<file path="src/rtl/bdq_pkg.sv">
`timescale 1ns / 1ps

package bdq_pkg;

   // ring store size, a power of two is not required
   localparam int DEPTH  = 1024;
   localparam int ADDR_W = (DEPTH > 1) ? $clog2(DEPTH) : 1;
   localparam int CNT_W  = $clog2(DEPTH + 1);

   localparam int CMD_W   = 3;
   localparam int WORD_W  = 32;
   localparam int CAP_W   = 11;
   localparam int LEVEL_W = 11;

   localparam logic [CAP_W-1:0]  CAP_RESET  = CAP_W'(1024);
   localparam logic [WORD_W-1:0] EMPTY_WORD = '1;

   typedef enum logic [CMD_W-1:0] {
      CMD_INS_FRONT = 3'd0,
      CMD_INS_REAR  = 3'd1,
      CMD_DEL_FRONT = 3'd2,
      CMD_DEL_REAR  = 3'd3,
      CMD_PEEK      = 3'd4
   } cmd_type;

   typedef enum logic [1:0] {
      ST_IDLE,
      ST_EXEC,
      ST_FETCH,
      ST_LOAD
   } state_type;

   typedef struct packed {
      logic [CMD_W-1:0]         cmd;
      logic signed [WORD_W-1:0] value;
   } req_type;

   typedef struct packed {
      logic                     ok;
      logic signed [WORD_W-1:0] front_value;
      logic signed [WORD_W-1:0] rear_value;
      logic                     empty_res;
      logic                     full_res;
      logic [LEVEL_W-1:0]       level;
   } rsp_type;

   typedef struct packed {
      logic latch;
      logic exec;
      logic fetch;
      logic load;
   } ctl_type;

   typedef struct packed {
      logic out_busy;
   } sts_type;

   function automatic logic [ADDR_W-1:0] ptr_inc(input logic [ADDR_W-1:0] p);
      if (32'(p) == DEPTH - 1) begin
         return '0;
      end
      return p + ADDR_W'(1);
   endfunction

   function automatic logic [ADDR_W-1:0] ptr_dec(input logic [ADDR_W-1:0] p);
      if (p == '0) begin
         return ADDR_W'(DEPTH - 1);
      end
      return p - ADDR_W'(1);
   endfunction

endpackage

</file>
<file path="src/rtl/bdq_ctrl.sv">
`timescale 1ns / 1ps

module bdq_ctrl (
   input  logic              clock,
   input  logic              reset,
   input  logic              req_valid,
   output logic              req_ready,
   input  bdq_pkg::sts_type  sts,
   output bdq_pkg::ctl_type  ctl
);

   bdq_pkg::state_type state_ff, state_in;

   always_ff @(posedge clock) begin
      if (reset) begin
         state_ff <= bdq_pkg::ST_IDLE;
      end else begin
         state_ff <= state_in;
      end
   end

   always_comb begin
      state_in = state_ff;
      case (state_ff)
         bdq_pkg::ST_IDLE: begin
            if (req_valid) state_in = bdq_pkg::ST_EXEC;
         end
         bdq_pkg::ST_EXEC:  state_in = bdq_pkg::ST_FETCH;
         bdq_pkg::ST_FETCH: state_in = bdq_pkg::ST_LOAD;
         bdq_pkg::ST_LOAD: begin
            // hold until the output register frees up
            if (!sts.out_busy) state_in = bdq_pkg::ST_IDLE;
         end
         default: state_in = bdq_pkg::ST_IDLE;
      endcase
   end

   always_comb begin
      req_ready = 1'b0;
      ctl       = '0;
      case (state_ff)
         bdq_pkg::ST_IDLE: begin
            req_ready = 1'b1;
            ctl.latch = req_valid;
         end
         bdq_pkg::ST_EXEC:  ctl.exec  = 1'b1;
         bdq_pkg::ST_FETCH: ctl.fetch = 1'b1;
         bdq_pkg::ST_LOAD:  ctl.load  = !sts.out_busy;
         default: ;
      endcase
   end

endmodule

</file>
<file path="config.mk">
export PLATFORM = sky130hd
export DESIGN_NAME = bdq_ctrl
export DESIGN_NICKNAME = d
export VERILOG_FILES = /design/src/rtl/bdq_pkg.sv /design/src/rtl/bdq_ctrl.sv
export SDC_FILE = /design/constraint.sdc
export NUM_CORES = 1
export LEC_CHECK = 0
export ABC_AREA = 1
export ABC_CLOCK_PERIOD_IN_PS = 1540
export BUFFER_PORTS_ARGS = -buffer_cell sky130_fd_sc_hd__buf_2
export CAP_MARGIN = 10
export CORE_AREA = 2 2 39 41
export DETAILED_ROUTE_END_ITERATION = 10
export DIE_AREA = 0 0 41 43
export PLACE_DENSITY = 0.3
export SYNTH_ARGS = -nofsm -noshare
export SYNTH_HDL_FRONTEND = slang
export SYNTH_SLANG_ARGS = --single-unit
</file>
<file path="constraint.sdc">
create_clock -name clock -period 1.54 [get_ports clock]
set_clock_uncertainty 0.15 [all_clocks]
set_input_delay 0.231 -clock clock [delete_from_list [all_inputs] [get_ports clock]]
set_output_delay 0.231 -clock clock [all_outputs]
set_load 0.01 [all_outputs]
</file>
=== After elaboration in Yosys (flattened, before gate mapping) ===
Index checks and enable logic that the tools add are counted.

* Flip-flop bits (word level): 2
* Bits of input ports: 4
* Output and inout bits: 5
* Logic and storage cells: 17

* Equal/unequal tests: 5
* Multiplexer cells: 8
* Reductions and logical operators: 3

{| class="wikitable"
|+ Operators by type and width
! kind !! number
|-
| 2-bit one-hot mux with 4 select lines || 1
|-
| 1-bit 2-to-1 mux || 5
|-
| 2-bit equality test, second input constant || 2
|-
| 2-bit 2-to-1 mux || 2
|-
| 2-bit inequality test, second input constant || 2
|-
| 2-bit by 1-bit equality test with 1-bit output, second input constant || 1
|-
| 2-bit logical NOT || 1
|-
| 2-bit AND reduction || 1
|-
| 1-bit logical NOT || 1
|}

=== Logic depth before layout (Yosys ltp) ===
* Depth in word-level cells: 3
* Mapped depth: 6
* Depth with buffers taken out: 6

=== Worst setup path after synthesis ===
No wires, ideal clock.

* Path kind: reg2out
* From: reg state_ff[0]
* To: out ctl[3] (netlist name)
* Arrival: 0.809 ns
* Data required time: 1.159 ns
* Path slack: 0.350 ns
* Cell stages (with the launch flop): 5
* Path buffers: 0
* Cells stage by stage: dfxtp_1 > inv_1 > ha_1 > nand2_1 > inv_1

{| class="wikitable"
|+ RTL lines
! item !! RTL line !! RTL
|-
| from (decl) || bdq_ctrl.sv:12 || <nowiki>bdq_pkg::state_type state_ff, state_in;</nowiki>
|-
| from (signal assigned) || bdq_ctrl.sv:16 || <nowiki>state_ff <= bdq_pkg::ST_IDLE;</nowiki>
|-
| from (signal assigned) || bdq_ctrl.sv:18 || <nowiki>state_ff <= state_in;</nowiki>
|-
| to (decl) || bdq_ctrl.sv:9 || <nowiki>output bdq_pkg::ctl_type ctl</nowiki>
|}

==> flow_metrics.tcl <==
set metrics [dict create \
    hold_buffers 0 \
    cellPowerDensity_mw_per_mm2 1790 \
    grt_pass1_vias 165 \
    endpoint_kind "output port" \
    regMostFlops "state_ff" \
    cp-start-kind "register" \
    post_dp_cell_area_um2 234 \
    intPower_w 0.000273 \
    cap_violations 0 \
    whs_ps 106 \
    first_pass_iters 2 \
    worstPathArrival_ps 1050 \
    portBuffers 8 \
    track_usage 0.0621 \
    worst_pin_slew_ps 117 \
    p_leak_nw 0.155 \
    die_area_mm2 0.00176 \
    max_freq_ghz 0.700 \
    htree_levels 1 \
    synth-edff-count 0 \
    p_seq_frac 0.227 \
    critical_path_required_ps 1160 \
    p_comb_frac 0.529 \
    peakVddDrop_mv 0.523 \
    routed_wirelength_um 388 \
    route.detailed.drc 0 \
    root_buffer "clkbuf_4" \
    syn_nets 34 \
    syn-cell-area_um2 174 \
    synth_top_area_frac 0.288 \
    initialDrtViolationCount 7 \
    p_clk_frac 0.244 \
    synth_seq_area_share 0.230 \
    final_util 0.189 \
    grt_max_degree 5 \
    path_clk_slew_ps 30 \
    maxSlewViolCount 0 \
    via_count 185 \
    swShare 0.418 \
    synth_area_per_cell_um2 6.69 \
    setup_viol 0 \
    status "complete, no violations" \
    cts_tree "built" \
    die_h_um 43 \
    path_class "register to output port" \
    start_util 0.126 \
    rsz0062_at_grt "no" \
    fin_tns_setup_ps 0 \
    row_count 14 \
    yosysMostFrequentCell "inv_1" \
    synthTopCellsByCount "inv_1 (7), ha_1 (4), nand2_1 (4), nor2_1 (4)" \
    insertion_delay_ps 220 \
    antenna_cells 0 \
    synth_largest_area_cell "ha_1" \
    relSlewSlack 0.922 \
    yosys_warnings 0 \
    min_period_over_period 0.927 \
    grt_pass1_wl_um 690 \
    die_width_um 41 \
    fin_nets 47 \
    hold_viol_final 0 \
    synth_cells 26 \
    layout-drive-gt1-share 0.432 \
    area_delta_synth_final_pct 50.4 \
    largest_reg_flops 2 \
    io_pins 9 \
    place_congestion 0.656 \
    top_regs "state_ff x2" \
    vias_per_cell 3.49 \
    ys_types 8 \
    finalPower_w 0.000468 \
    clockBufferDepth 2 \
    path_max_fanout 4 \
    switchingPower_w 0.000196 \
    synth_ff_type "dfxtp_1" \
    avgRoutedWirePerCell_um 7.32 \
    core_area_mm2 0.00138 \
    cts.sinks 2 \
    gr-total-overflow 0 \
    hold_class "input pin to register" \
    synth-async-reset-ratio 0 \
    cts_made_buffers 3 \
    finalCriticalPeriod_ps 1430 \
    ys_top_cells_by_area "ha_1 (29%), dfxtp_1 (23%), inv_1 (15%)" \
    fin_area_um2 262 \
    antenna_found_initial 0 \
    synth_seq_cells 2 \
    drtAntennaViolNets 0 \
]
per-stage QoR:
step / setup WS [ps] / std cells
2_1_floorplan: 350 / 26
3_3_place_gp: 238 / 50
3_5_place_dp: 223 / 50
4_1_cts: 8.51 / 53
5_1_grt: 6.31 / 53
6_report: 112 / 53
final timing paths:
path                from          end  slack [ps]  depth (start not counted)
max          state_ff[0]       ctl[3]         110                          5
min                reset  state_ff[1]         110                          4
max reg2reg  state_ff[0]  state_ff[1]         370                          6
min reg2reg  state_ff[1]  state_ff[1]         370                          2
routing by layer:
metal	wire length, µm	part of all wire	vias up	GRT usage
li1	-	-	97	-
met1	166	0.43	83	0.0703
met2	194	0.50	5	0.0781
met3	27	0.070	0	0.0157
met4	0	0	0	0.0800
met5	0	0	-	0
cell usage in the layout, fill, tap and decap left out:
master,count
buf_2,8
a21oi_1,2
nor2_1,4
nand3_1,1
ha_1,3
nand2_2,2
ha_2,1
nand2_1,4
dfxtp_2,2
clkbuf_4,3
inv_1,7
cell type report:
| type | instances | area [µm²] |
|---|---|---|
| sequential | 2 | 42.5 |
| tap | 16 | 20.0 |
| timing repair buffer | 8 | 40.0 |
| multi-input combinational | 17 | 110 |
| inverter | 7 | 26.3 |
| clock buffer | 3 | 22.5 |
| fill | 166 | 1120 |
power by group through the flow:
stage                     clock network (W)  registers [W]  logic [W]
after floorplan                           0      0.0000935   0.000178
after detailed placement                  0       0.000102   0.000244
after global placement                    0       0.000101   0.000241
final                              0.000114       0.000106   0.000248
after CTS                          0.000124       0.000104   0.000245
after global routing               0.000132       0.000110   0.000291
cells by family after synthesis:
family	Yosys count	share of synthesized area
adder cells (fa/ha/maj)	4	0.288
AND/OR/NAND/NOR	11	0.273
flip-flops	2	0.230
AO/OA/AOI/OAI	2	0.0576
buffers and inverters	7	0.151
worst max-delay path: stages (launching register included):
cell and delay, ps:
dfxtp_2 350, inv_1 70, ha_2 190, nand2_1 60, inv_1 30, buf_2 120
timing repair:
item | 4_1_cts | 5_1_grt
endpoints found under the setup margin | 1 | 2
pin swaps | 0 | 1
hold endpoints to repair | 0 | 0
setup buffers | 0 | 0
resized for setup | 1 | 2
Note: power is estimated with default switching activity, not from simulation.
